==> src/rtl/core/mrfd_pkg.sv <==
// Shared types, constants and the CRC-16 byte step for the meter reply decoder.
package mrfd_pkg;

	localparam int unsigned FRAME_LEN = 25;
	localparam int unsigned PAY_FIRST = 3;
	localparam int unsigned PAY_LEN = FRAME_LEN - PAY_FIRST - 2;

	typedef logic [4:0] pos_t;

	localparam pos_t PayFirstPos = pos_t'(PAY_FIRST);
	localparam pos_t CrcLoPos = pos_t'(FRAME_LEN - 2);
	localparam pos_t CrcHiPos = pos_t'(FRAME_LEN - 1);

	localparam logic [15:0] CRC_INIT = 16'hFFFF;
	localparam logic [15:0] CRC_POLY = 16'hA001;

	typedef struct packed {
		logic payload_en;
		logic done;
		logic ok;
	} frame_ev_t;

	typedef struct packed {
		logic [15:0] voltage_raw;
		logic [31:0] current_raw;
		logic [31:0] power_raw;
		logic [31:0] energy_raw;
		logic [15:0] frequency_raw;
		logic [15:0] power_factor_raw;
		logic [15:0] alarm_word;
	} meas_t;

	function automatic logic [15:0] crc16_byte(input logic [15:0] crc_in, input logic [7:0] b);
		logic [15:0] c;
		c = crc_in ^ {8'h00, b};
		for (int i = 0; i < 8; i++) begin
			if (c[0]) begin
				c = (c >> 1) ^ CRC_POLY;
			end else begin
				c = c >> 1;
			end
		end
		return c;
	endfunction

endpackage

==> src/rtl/core/mrfd_byte_if.sv <==
// Byte request channel of the meter reply decoder.
interface mrfd_byte_if;
	logic valid;
	logic ready;
	logic [7:0] rx_byte;
	logic frame_start;

	modport source(output valid, output rx_byte, output frame_start, input ready);
	modport sink(input valid, input rx_byte, input frame_start, output ready);
endinterface

==> src/rtl/core/mrfd_meas_if.sv <==
// Measurement result channel of the meter reply decoder.
interface mrfd_meas_if;
	logic valid;
	logic ready;
	logic crc_ok;
	logic [15:0] voltage_raw;
	logic [31:0] current_raw;
	logic [31:0] power_raw;
	logic [31:0] energy_raw;
	logic [15:0] frequency_raw;
	logic [15:0] power_factor_raw;
	logic [15:0] alarm_word;

	modport source(output valid, output crc_ok, output voltage_raw, output current_raw,
		output power_raw, output energy_raw, output frequency_raw,
		output power_factor_raw, output alarm_word, input ready);
	modport sink(input valid, input crc_ok, input voltage_raw, input current_raw,
		input power_raw, input energy_raw, input frequency_raw,
		input power_factor_raw, input alarm_word, output ready);
endinterface

==> src/rtl/core/meter_response_frame_decoder.sv <==
// Top level of the 25-byte meter reply decoder with CRC-16 check.
// Each byte is first registered in the byte stage; the result register is loaded from the frame's last byte there.
// Throughput: one byte per cycle; the byte stage stalls only when a result waits.
// A result is one register deep and is held until taken; held values only change then.
// Reset clears the frame position, the held words and both valid flags, and sets the CRC to its initial value.
module meter_response_frame_decoder (
	input  logic           clk,
	input  logic           arst_n,
	mrfd_byte_if.sink      frame,
	mrfd_meas_if.source    meas
);

	logic                valid_s1;
	logic [7:0]          byte_s1;
	logic                start_s1;
	logic                out_valid_q;
	logic                crc_ok_q;
	logic                out_free;
	logic                adv;
	logic                step;
	mrfd_pkg::frame_ev_t ev;
	mrfd_pkg::meas_t     vals;

	assign out_free = !out_valid_q || meas.ready;
	assign adv = valid_s1 && (!ev.done || out_free);
	assign step = adv;
	assign frame.ready = !valid_s1 || adv;

	always_ff @(posedge clk or negedge arst_n) begin
		if (!arst_n) begin
			valid_s1 <= 1'b0;
		end else if (frame.valid && frame.ready) begin
			valid_s1 <= 1'b1;
		end else if (adv) begin
			valid_s1 <= 1'b0;
		end
	end

	always_ff @(posedge clk) begin
		if (frame.valid && frame.ready) begin
			byte_s1 <= frame.rx_byte;
			start_s1 <= frame.frame_start;
		end
	end

	always_ff @(posedge clk or negedge arst_n) begin
		if (!arst_n) begin
			out_valid_q <= 1'b0;
			crc_ok_q <= 1'b0;
		end else if (adv && ev.done) begin
			out_valid_q <= 1'b1;
			crc_ok_q <= ev.ok;
		end else if (meas.ready) begin
			out_valid_q <= 1'b0;
		end
	end

	mrfd_frame u_frame (
		.clk(clk),
		.arst_n(arst_n),
		.step(step),
		.rx_byte(byte_s1),
		.frame_start(start_s1),
		.ev(ev)
	);

	mrfd_hold u_hold (
		.clk(clk),
		.arst_n(arst_n),
		.step(step),
		.rx_byte(byte_s1),
		.ev(ev),
		.vals(vals)
	);

	assign meas.valid = out_valid_q;
	assign meas.crc_ok = crc_ok_q;
	assign meas.voltage_raw = vals.voltage_raw;
	assign meas.current_raw = vals.current_raw;
	assign meas.power_raw = vals.power_raw;
	assign meas.energy_raw = vals.energy_raw;
	assign meas.frequency_raw = vals.frequency_raw;
	assign meas.power_factor_raw = vals.power_factor_raw;
	assign meas.alarm_word = vals.alarm_word;

endmodule

==> src/rtl/core/mrfd_frame.sv <==
// Frame position counter, running CRC-16 and received CRC compare.
module mrfd_frame (
	input  logic                   clk,
	input  logic                   arst_n,
	input  logic                   step,
	input  logic [7:0]             rx_byte,
	input  logic                   frame_start,
	output mrfd_pkg::frame_ev_t    ev
);

	mrfd_pkg::pos_t count_q;
	logic [15:0]    crc_q;
	logic [7:0]     crc_lo_q;
	mrfd_pkg::pos_t idx;
	logic [15:0]    crc_base;

	assign idx = frame_start ? '0 : count_q;
	assign crc_base = frame_start ? mrfd_pkg::CRC_INIT : crc_q;

	always_comb begin
		ev.done = (idx >= mrfd_pkg::CrcHiPos);
		ev.payload_en = (idx >= mrfd_pkg::PayFirstPos) && (idx < mrfd_pkg::CrcLoPos);
		ev.ok = ({rx_byte, crc_lo_q} == crc_base);
	end

	always_ff @(posedge clk or negedge arst_n) begin
		if (!arst_n) begin
			count_q <= '0;
			crc_q <= mrfd_pkg::CRC_INIT;
		end else if (step) begin
			if (idx < mrfd_pkg::CrcLoPos) begin
				crc_q <= mrfd_pkg::crc16_byte(crc_base, rx_byte);
				count_q <= idx + 5'd1;
			end else if (idx == mrfd_pkg::CrcLoPos) begin
				crc_q <= crc_base;
				count_q <= idx + 5'd1;
			end else begin
				crc_q <= mrfd_pkg::CRC_INIT;
				count_q <= '0;
			end
		end
	end

	always_ff @(posedge clk) begin
		if (step && idx == mrfd_pkg::CrcLoPos) begin
			crc_lo_q <= rx_byte;
		end
	end

endmodule

==> src/rtl/core/mrfd_hold.sv <==
// Payload shift line and the held measurement words.
module mrfd_hold (
	input  logic                   clk,
	input  logic                   arst_n,
	input  logic                   step,
	input  logic [7:0]             rx_byte,
	input  mrfd_pkg::frame_ev_t    ev,
	output mrfd_pkg::meas_t        vals
);

	logic [7:0]      pay_q [mrfd_pkg::PAY_LEN];
	mrfd_pkg::meas_t held_q;
	mrfd_pkg::meas_t fresh;

	always_ff @(posedge clk) begin
		if (step && ev.payload_en) begin
			for (int i = 0; i < mrfd_pkg::PAY_LEN - 1; i++) begin
				pay_q[i] <= pay_q[i + 1];
			end
			pay_q[mrfd_pkg::PAY_LEN - 1] <= rx_byte;
		end
	end

	// 32-bit values arrive low word first, each word high byte first.
	always_comb begin
		fresh.voltage_raw = {pay_q[0], pay_q[1]};
		fresh.current_raw = {pay_q[4], pay_q[5], pay_q[2], pay_q[3]};
		fresh.power_raw = {pay_q[8], pay_q[9], pay_q[6], pay_q[7]};
		fresh.energy_raw = {pay_q[12], pay_q[13], pay_q[10], pay_q[11]};
		fresh.frequency_raw = {pay_q[14], pay_q[15]};
		fresh.power_factor_raw = {pay_q[16], pay_q[17]};
		fresh.alarm_word = {pay_q[18], pay_q[19]};
	end

	always_ff @(posedge clk or negedge arst_n) begin
		if (!arst_n) begin
			held_q <= '0;
		end else if (step && ev.done && ev.ok) begin
			held_q <= fresh;
		end
	end

	assign vals = held_q;

endmodule

==> src/flat_wrapper.sv <==
// flat-port wrapper written by rule: the top's interface ports become plain ports
module meter_response_frame_decoder_flat 
  (clk, arst_n, frame_valid, frame_rx_byte, frame_frame_start, frame_ready, meas_valid, meas_crc_ok, meas_voltage_raw, meas_current_raw, meas_power_raw, meas_energy_raw, meas_frequency_raw, meas_power_factor_raw, meas_alarm_word, meas_ready);
  mrfd_byte_if frame_i ();
  mrfd_meas_if meas_i ();
  input  logic clk;
  input  logic arst_n;
  input wire logic [$bits(frame_i.valid)-1:0] frame_valid;
  input wire logic [$bits(frame_i.rx_byte)-1:0] frame_rx_byte;
  input wire logic [$bits(frame_i.frame_start)-1:0] frame_frame_start;
  output wire logic [$bits(frame_i.ready)-1:0] frame_ready;
  output wire logic [$bits(meas_i.valid)-1:0] meas_valid;
  output wire logic [$bits(meas_i.crc_ok)-1:0] meas_crc_ok;
  output wire logic [$bits(meas_i.voltage_raw)-1:0] meas_voltage_raw;
  output wire logic [$bits(meas_i.current_raw)-1:0] meas_current_raw;
  output wire logic [$bits(meas_i.power_raw)-1:0] meas_power_raw;
  output wire logic [$bits(meas_i.energy_raw)-1:0] meas_energy_raw;
  output wire logic [$bits(meas_i.frequency_raw)-1:0] meas_frequency_raw;
  output wire logic [$bits(meas_i.power_factor_raw)-1:0] meas_power_factor_raw;
  output wire logic [$bits(meas_i.alarm_word)-1:0] meas_alarm_word;
  input wire logic [$bits(meas_i.ready)-1:0] meas_ready;
  assign frame_i.valid = frame_valid;
  assign frame_i.rx_byte = frame_rx_byte;
  assign frame_i.frame_start = frame_frame_start;
  assign frame_ready = frame_i.ready;
  assign meas_valid = meas_i.valid;
  assign meas_crc_ok = meas_i.crc_ok;
  assign meas_voltage_raw = meas_i.voltage_raw;
  assign meas_current_raw = meas_i.current_raw;
  assign meas_power_raw = meas_i.power_raw;
  assign meas_energy_raw = meas_i.energy_raw;
  assign meas_frequency_raw = meas_i.frequency_raw;
  assign meas_power_factor_raw = meas_i.power_factor_raw;
  assign meas_alarm_word = meas_i.alarm_word;
  assign meas_i.ready = meas_ready;
  meter_response_frame_decoder u_core (.clk(clk), .arst_n(arst_n), .frame(frame_i), .meas(meas_i));
endmodule
==> config.mk <==
export PLATFORM = sky130hd
export DESIGN_NAME = meter_response_frame_decoder_flat
export DESIGN_NICKNAME = d
export VERILOG_FILES = /design/src/rtl/core/mrfd_pkg.sv /design/src/rtl/core/mrfd_byte_if.sv /design/src/rtl/core/mrfd_meas_if.sv /design/src/rtl/core/meter_response_frame_decoder.sv /design/src/rtl/core/mrfd_frame.sv /design/src/rtl/core/mrfd_hold.sv /design/src/flat_wrapper.sv
export SDC_FILE = /design/constraint.sdc
export NUM_CORES = 1
export LEC_CHECK = 0
export ABC_AREA = 1
export BUFFER_PORTS_ARGS = -buffer_cell sky130_fd_sc_hd__clkbuf_2
export CAP_MARGIN = 20
export CORE_UTILIZATION = 35
export DETAILED_ROUTE_END_ITERATION = 6
export GPL_TIMING_DRIVEN = 0
export PLACE_DENSITY = 0.56
export SLEW_MARGIN = 10
export SYNTH_ARGS = -nofsm -noshare
export SYNTH_HDL_FRONTEND = slang
export SYNTH_SLANG_ARGS = --single-unit
==> constraint.sdc <==
create_clock -name clk -period 11.55 [get_ports clk]
set_input_delay 1.7325 -clock clk [delete_from_list [all_inputs] [get_ports clk]]
set_output_delay 1.7325 -clock clk [all_outputs]
set_load 0.02 [all_outputs]
# Word level (Yosys, flattened, before mapping)
# Memory sizes are Yosys's and may differ from the RTL's. A register that Yosys moved wholly into a read port is not among the register bits.
# Cells that the tools add are included.
[word_totals]
mem_count = 1
ff_bits = 201
wordCells = 81
mem_bits_rw = 160
in_bits = 13
output_inout_bits = 163
[mem_list]
columns = ["memory", "words", "width", "rd", "rd_clocked_by_memory_dff", "wr", "line_no", "rtl"]
rows = [
  ["u_core.u_hold.pay_q", 20, 8, 20, 1, 20, "mrfd_hold.sv:11", "logic [7:0] pay_q [mrfd_pkg::PAY_LEN];"],
]
[op_classes]
reduce_logical = 16
n_addsub = 1
magnitude_cmp = 3
eq_ne = 2
n_bitwise = 9
mux = 34
[op_table]
columns = ["operator", "n"]
rows = [
  ["$mux W16", 25],
  ["$not A2 Y3", 8],
  ["$eq A16 B16 Y1", 1],
  ["$xor A16 B8 Y16", 1],
  ["$mux W5", 3],
  ["$logic_and A1 B1 Y1", 7],
  ["$mux W1", 6],
  ["$add A5 B1 Y5 const B", 1],
  ["$eq A5 B5 Y1 const B", 1],
  ["$ge A5 B2 Y1 const B", 1],
  ["$ge A5 B5 Y1 const B", 1],
  ["$lt A5 B5 Y1 const B", 1],
  ["$logic_not A1 Y1", 4],
  ["$reduce_bool A2 Y1", 2],
  ["$logic_or A1 B1 Y1", 3],
]

# Longest topological paths before layout
# Gate-level depths: netlist of run 1.
[depth]
depth_word = 33
mapped_depth = 18
depth_no_buf = 16

# Cells and area by module
# From an unflattened synthesis of run 1, not the netlist that was laid out.
[hier_totals]
cells_unflattened = 1157
area_unflattened_um2 = 13887.1
[by_module_without_submodules]
columns = ["mod", "instances", "cells_each", "seq_area_each_um2", "area_per_inst_um2"]
rows = [
  ["mrfd_hold", 1, 874, 8808.4, 11364.6],
  ["mrfd_frame", 1, 257, 785.8, 2110.8],
  ["meter_response_frame_decoder", 1, 26, 345.3, 411.6],
]

# Worst setup path before layout of run 1
# No wires, ideal clock.
[synth_timing]
path_type = "input to register"
startpoint = "input port meas_ready"
endpoint = "memory u_core.u_hold.pay_q[0][0] (enable)"
setup_ns = 0.775
t_required_ns = 10.775
cell_stages = 6
path_slack_ns = 0.225
t_arrival_ns = 10.550
n_path_buf = 0
cell_sequence = "nor4_2 -> nor2_1 -> inv_1 -> nor2_1 -> inv_1 -> a31oi_1"
[synth_lines]
columns = ["item", "line_no", "rtl"]
rows = [
  ["start: declaration", "flat_wrapper.sv:21", "input wire logic [$bits(meas_i.ready)-1:0] meas_ready;"],
  ["end: declaration", "mrfd_hold.sv:11", ""],
]

# Worst setup path in the final report of run 1
[layout_timing]
startpoint = "input port meas_ready"
endpoint = "output port frame_ready"
[layout_between]
elab_chain_len = 4
[layout_rtl]
columns = ["item", "line_no", "rtl"]
rows = [
  ["$logic_or A1 B1 Y1", "meter_response_frame_decoder.sv:24", "assign out_free = !out_valid_q || meas.ready;"],
  ["$logic_or A1 B1 Y1", "meter_response_frame_decoder.sv:25", "assign adv = valid_s1 && (!ev.done || out_free);"],
  ["$logic_and A1 B1 Y1", "meter_response_frame_decoder.sv:25", ""],
  ["$logic_or A1 B1 Y1", "meter_response_frame_decoder.sv:27", "assign frame.ready = !valid_s1 || adv;"],
  ["end: declaration", "flat_wrapper.sv:11", "output wire logic [$bits(frame_i.ready)-1:0] frame_ready;"],
]
# Every way passes these cells.

==> summary.txt, run 1 <==
Logic synthesis
  – Post-synth cell types: 36
  – Synthesized area: 14100 sq um
  – Most common cell in the netlist: nand2_1
  – Yosys warnings: 0
  – Main area contributors after synthesis: edfxtp_1 (38%), dfrtp_1 (30%), o21ai_2 (7.5%)
  – Synth cell count leaders: nand2_1 (235), inv_1 (196), edfxtp_1 (177)
  – Syn Area/Cell: 12.5 sq um
  – Yosys top cell area share: a little under two fifths
  – Compound-Gate Fraction of Synth Area: 11.1%
  – EDFF count, synth: roughly 180
  – Leading area contributor after synthesis: edfxtp_1
  – Post-synthesis net count: 1140
  – Largest family of logic cells by synthesized area: compound AO/OA/AOI/OAI gates
  – Post-Syn Instances: ~1100
  – Synthesized flop and latch total: approximately 360
  – Simple-gate share of the synthesized area: 8.85%
  – XOR/XNOR Fraction of Synth Area: less than 1%
  – Post-synth ARST share: 51.0%
  – Top_reg_cell synth: edfxtp_1
  – Mux share of post-synthesis cell area: 0%
  – Post-synthesis adder-cell area fraction: 0.0890%
  – Sequential area share after synthesis: 70.7%

Setup path
  – Max incr delay on CP: 0.36 ns
  – Critical-path cell list: clkbuf_2 > nor4_2 > nand2_1 > clkbuf_2
  – Critical Path AT: 2.54 ns
  – Slowest CP cell: nor4_2
  – Crit path buffers/inverters: 2
  – R2R Path Start: u_core.start_s1
  – Cell family with most CP delay: simple AND/OR/NAND/NOR gates
  – Worst Setup Start Kind: input pin
  – Worst Path Required: around 10 ns
  – Worst setup path start: meas_ready
  – CP dominant cell by count: clkbuf_2
  – Max FO, Critical Path: 3
  – Worst Setup End Kind: output port
  – Crit Path Category: in2out

Route
  – First-pass DRT Iterations: 5
  – Antenna viol nets, final: 0
  – Routed WL: 32800 um
  – Via count: around 8700
  – Vias/cell: between 4 and 5
  – Initial drt markers: 456
  – Avg WL per Cell: 17.2 um
  – DRC: 0

Global route
  – Vias in the first global route: 8919
  – Pin count of the biggest net entering global routing: 89
  – GR Util All Layers: 16.5%
  – First-pass GRT wire length: about 52000 um
  – Global route overflow: 0
  – Initial antenna violation count: 0

Power and ir drop
  – PwrDens: 172 nW/um^2
  – Leakage: roughly 8 nW
  – IR drop worst, VDD: 0.0846 mV
  – Tot Pwr: 2.97 mW

Outcome
  – Outcome: finished clean

CTS
  – Root Buffer: clkbuf_16
  – Clock-pin slew on the worst setup and hold paths: 0.06 ns
  – CTS Hold Bufs: 0
  – CTS tree: yes
  – Clock sink count: 361
  – Post-CTS Repair Setup Buffers: 0
  – Post-CTS sizing: 0
  – CTS buffer count: 41
  – H-tree depth: 2
  – Clock tree buffer depth: 3
  – Clock Latency Late Sink: 0.56 ns

STA
  – Clock Skew: 0.0165 ns
  – Relative slew margins: 52.3%
  – Final hold vios: 0
  – Final period util: 37.0%
  – Final min period: 4.27 ns
  – Fmax: 234 MHz
  – Worst setup margin: ~7.3 ns
  – Slew @ Worst Pin: around 0.72 ns
  – Final TNS setup: 0 ns
  – Fin Hold WS: 0.447 ns
  – RSZ-0062 raised after global routing: no
  – Slew Limit Fails: 0
  – Final setup fails: 0

Cells and area
  – Diode count: 0
  – Multi-input logic area: 2960 sq um
  – Fill cell total of the finished layout: 3685
  – Final Core Density: 43.6%
  – Register area: 9940 sq um
  – Final Non-Filler Cells: around 1900
  – Area growth, synth to finish: 23.0%
  – Fin nets: about 1400
  – Post-route cell area: 17300 sq um
  – Layout cells sized above 1: between 30% and 40%

Floorplan
  – Initial cell density of the core: 35.5%
  – Die area: 41000 sq um
  – Rows: 73
  – DIE WIDTH: 202 um
  – IO Pins: 176
  – Die Span Y: 202 um
  – Core Area: 39600 sq um

Placed design
  – Post-DP HPWL: around 23000 um
  – Dpl cell area: 15900 sq um
  – Port bufs: between 150 and 200
  – Pre-CTS setup slack: between 6 and 7 ns
  – Placed cell count: 1837
  – GPL Wtd Cong: 0.844

Hold path
  – HP Class: reg2reg
  – Origin of the worst min-delay path: u_core.u_hold.pay_q[18][4]

Run
  – Max Cap Violations: 0
[placed cells by master, fill, tap and decap left out, drive strengths merged, types with 5 or more instances in the layout]
master / count
clkinv: 14
a21oi: 8
clkbuf: 239
xor2: 8
nand3: 18
buf: 46
xnor2: 7
inv: 198
nand4: 5
dfrtp: 168
o21ai: 185
nor2: 31
nand2: 235
o22ai: 6
edfxtp: 177
dfstp: 16
[logic make-up (layout without fill, tap and decap cells)]
group,after synthesis,in the layout
flip-flops,361,361
AND/OR/NAND/NOR,297,297
buffers and inverters,240,502
AO/OA/AOI/OAI,212,212
XOR/XNOR,15,15
adder cells (fa/ha/maj),1,1
[cell type report]
| cell class | instances | share of cell area (%) |
|---|---|---|
| timing repair buffer | 186 | 6.57 |
| multi-input combinational | 525 | 17.1 |
| clock buffer | 56 | 6.97 |
| inverter | 197 | 4.28 |
| clock inverter | 20 | 1.30 |
| sequential | 361 | 57.5 |
| buffer | 43 | 2.47 |
| tap | 525 | 3.80 |
[metal layers]
metal | vias up | global-route usage [%] | share of wire (%)
met5 | - | 0 | 0
met4 | 0 | 5.24 | 2.5
met3 | 56 | 3.90 | 5.5
met2 | 244 | 26.3 | 46
met1 | 4238 | 22.3 | 46
li1 | 4137 | - | -
[path summary, 6_finish.rpt]
| kind | endpoint | slack [ns] | cells past startpoint |
|---|---|---|---|
| setup / recovery | frame_ready | 7.28 | 4 |
| hold / removal | u_core.u_hold.pay_q[17][4] | 0.45 | 0 |
| setup reg to reg | u_core.u_hold.pay_q[5][3] | 7.77 | 12 |
| hold reg to reg | u_core.u_hold.pay_q[17][4] | 0.45 | 0 |
| max in group asynchronous | u_core.u_hold.vals[43] | 9.70 | 2 |
| min in group asynchronous | u_core.u_hold.vals[137] | 1.09 | 1 |
[flip-flops by register name, summed over array words and instances, names as in the netlist]
register / count
u_core.u_frame.crc_lo_q: 8
u_core.meas.valid: 1
u_core.valid_s1: 1
u_core.u_hold.vals: 160
u_core.u_hold.pay_q: 160
u_core.u_frame.count_q: 5
u_core.u_frame.crc_q: 16
u_core.meas.crc_ok: 1
u_core.byte_s1: 8
u_core.start_s1: 1
[report_power, final]
group          internal (mW)  switching, mW  total (mW)
clock network          0.824          0.527        1.35
logic                 0.0520          0.110       0.162
registers               1.43         0.0326        1.46
Power figures use the tool's default switching activity.
==> run 2: changes to the inputs <==
- clock period: 11.55 -> 4 ns (I/O delays scaled with it)
==> run 2 against run 1 <==
Against the previous run:
- critical endpoint is now u_core.u_hold.pay_q[8][2]
- die area did not move
- design area fell by 0.66%
- wire length rose by 0.28%
- combinational power rose to 3.0 times the previous value
- core utilization fell by 0.29 points
==> summary.txt, run 2 (same netlist as run 1, synthesis figures left out) <==
Power and ir drop
  – Net Sw Power: 1.91 mW (was 670 uW)
  – Combinational power share: 5.8% (was 5.5%)
  – Reg power frac: 51.1% (was 49.1%)
  – IR drop worst, VDD: 0.248 mV (was 0.0846 mV)
  – Sw Ratio: 23.1% (was 22.5%)
  – Internal: 6.34 mW (was 2.30 mW)
  – PwrDens: 480 nW/um^2 (was 172 nW/um^2)
  – Tot Pwr: 8.24 mW (was 2.97 mW)
  – Leakage: 7.92 nW (was 8.00 nW)
  – Clk network pwr share: 43.0% (was 45.4%)

Cells and area
  – Final Non-Filler Cells: 1907 (was 1913)
  – Area growth, synth to finish: 22.2% (was 23.0%)
  – Commonest cells after routing, fill and taps aside: nand2_1 (233), inv_1 (192), edfxtp_1 (177) (was nand2_1 (235), inv_1 (196), edfxtp_1 (177))
  – Fin nets: 1367 (was 1369)
  – Layout cells sized above 1: 31.8% (about the same)
  – Final Core Density: 43.3% (was 43.6%)
  – Commonest non-fill, non-tap cell in the layout: nand2_1 (unchanged)
  – Post-route cell area: 17200 sq um (was 17300 sq um)
  – Diode count: 0 (unchanged)

CTS
  – CTS tree: yes (unchanged)
  – CTS Hold Bufs: 0 (unchanged)
  – Root Buffer: clkbuf_16 (unchanged)
  – Clock sink count: 361 (unchanged)
  – Clock tree buffer depth: 3 (unchanged)
  – Clock Latency Late Sink: 0.56 ns (about the same)
  – Post-CTS Repair Setup Buffers: 0 (unchanged)
  – H-tree depth: 2 (unchanged)
  – CTS buffer count: 39 (was 41)
  – Clock-pin slew on the worst setup and hold paths: 0.06 ns (about the same)
  – Post-CTS sizing: 0 (unchanged)

Placed design
  – GPL Wtd Cong: 0.846 (was 0.844)
  – Pre-CTS setup slack: 0.724 ns (was 6.71 ns)
  – Post-DP HPWL: 22900 um (was 22500 um)
  – Dpl cell area: 15900 sq um (about the same)
  – Port bufs: 175 (unchanged)
  – Placed cell count: 1837 (unchanged)

STA
  – Slew @ Worst Pin: 0.758 ns (was 0.715 ns)
  – Final hold vios: 0 (unchanged)
  – Final period util: 80.1%
  – Fin Hold WS: 0.0440 ns (was 0.447 ns)
  – Final TNS setup: 0 ns (unchanged)
  – RSZ-0062 raised after global routing: no (unchanged)
  – Clock Skew: 0.0181 ns (was 0.0165 ns)
  – Slew Limit Fails: 0 (unchanged)
  – Fmax: just over 300 MHz
  – Relative slew margins: 49.4% (was 52.3%)
  – Final min period: between 3 and 4 ns
  – Final setup fails: 0 (unchanged)
  – Worst setup margin: 0.795 ns (was 7.28 ns)

Setup path
  – Critical Path AT: 3.47 ns (was 2.54 ns)
  – Worst Setup Start Kind: flop (was input pin)
  – Worst Setup End Kind: flop (was output port)
  – Max FO, Critical Path: 22 (was 3)
  – Worst Path Required: 4.27 ns (was 9.82 ns)
  – Crit Path Category: reg2reg (was in2out)

Route
  – Via count: 8693 (was 8675)
  – Routed WL: 32900 um (was 32800 um)
  – DRC: 0 (unchanged)
  – First-pass DRT Iterations: 5 (unchanged)
  – Avg WL per Cell: 17.3 um (was 17.2 um)
  – Antenna viol nets, final: 0 (unchanged)
  – Initial drt markers: 432 (was 456)
  – Vias/cell: 4.56 (was 4.53)

Floorplan
  – Initial cell density of the core: 35.5% (unchanged)
  – DIE WIDTH: 202 um (unchanged)
  – Rows: 73 (unchanged)
  – IO Pins: 176 (unchanged)
  – Die Span Y: 202 um (unchanged)
  – Core Area: 39600 sq um (unchanged)
  – Die area: 41000 sq um (unchanged)

Run
  – Max Cap Violations: 0 (unchanged)

Global route
  – Vias in the first global route: 8692 (was 8919)
  – Pin count of the biggest net entering global routing: 67 (was 89)
  – Global route overflow: 0 (unchanged)
  – GR Util All Layers: 16.5% (about the same)
  – First-pass GRT wire length: 50900 um (was 51500 um)
  – Initial antenna violation count: 0 (unchanged)

Hold path
  – HP Class: in2async (was reg2reg)

Outcome
  – Outcome: finished clean (unchanged)
-- run 2: cell types whose count changed in the layout (fill, tap and decap cells not counted), moves of 3 or more --
cell       delta
clkbuf_16     -4
clkbuf_8      -5
clkinv_1      +3
clkinv_2      -3
inv_1         -4
nor2_1        -3
-- run 2: cell type report --
class | count | area, sq um
plain buffers | 43 | 428
clock buffers | 49 | 1040
clock inverters | 21 | 215
fillers | 3701 | 22500
inverters | 197 | 744
multi-input cells | 525 | 3000
flip-flops and latches | 361 | 9940
well taps | 525 | 657
repair buffers | 186 | 1150
-- run 2: per-layer routing --
layer  share of wire (%)  GRT usage [%]  vias to the layer above
met5                   0              0                        -
met3                 5.1           3.05                       59
met4                 2.6           5.83                        0
met2                  47           26.5                      225
li1                    -              -                     4132
met1                  45           22.4                     4277
-- run 2: final timing paths --
path,depth (start not counted),slack [ns],start,endpoint
setup / recovery,15,0.79,u_core.start_s1,u_core.u_hold.pay_q[8][2]
max in group asynchronous,2,3.16,arst_n,u_core.u_frame.crc_q[11]
hold reg to reg,0,0.44,u_core.u_hold.pay_q[13][2],u_core.u_hold.pay_q[12][2]
hold / removal,1,0.04,arst_n,u_core.u_hold.vals[154]
setup reg to reg,15,0.79,u_core.start_s1,u_core.u_hold.pay_q[8][2]
min in group clk,1,0.22,frame_rx_byte[2],u_core.byte_s1[2]
-- run 2: power groups by stage --
stage          Clock, mW  Sequential, mW  Combinational (mW)
2_1_floorplan          0            4.26               0.289
5_1_grt             3.81            4.24               0.545
4_1_cts             3.67            4.22               0.488
3_3_place_gp           0            4.31               0.416
6_report            3.55            4.22               0.481
3_5_place_dp           0            4.29               0.486
-- run 2: worst max-delay path: stages (launching register included) --
cell and delay [ns]:
edfxtp_1 0.34, buf_6 0.16, buf_6 0.16, nor2_1 0.08
nand3_1 0.12, nand2_1 0.08, nand2_2 0.12, inv_2 0.08
nor2_4 0.23, inv_2 0.14, a31oi_4 0.40, buf_16 0.23
buf_16 0.19, buf_16 0.17, buf_16 0.19, buf_16 0.19
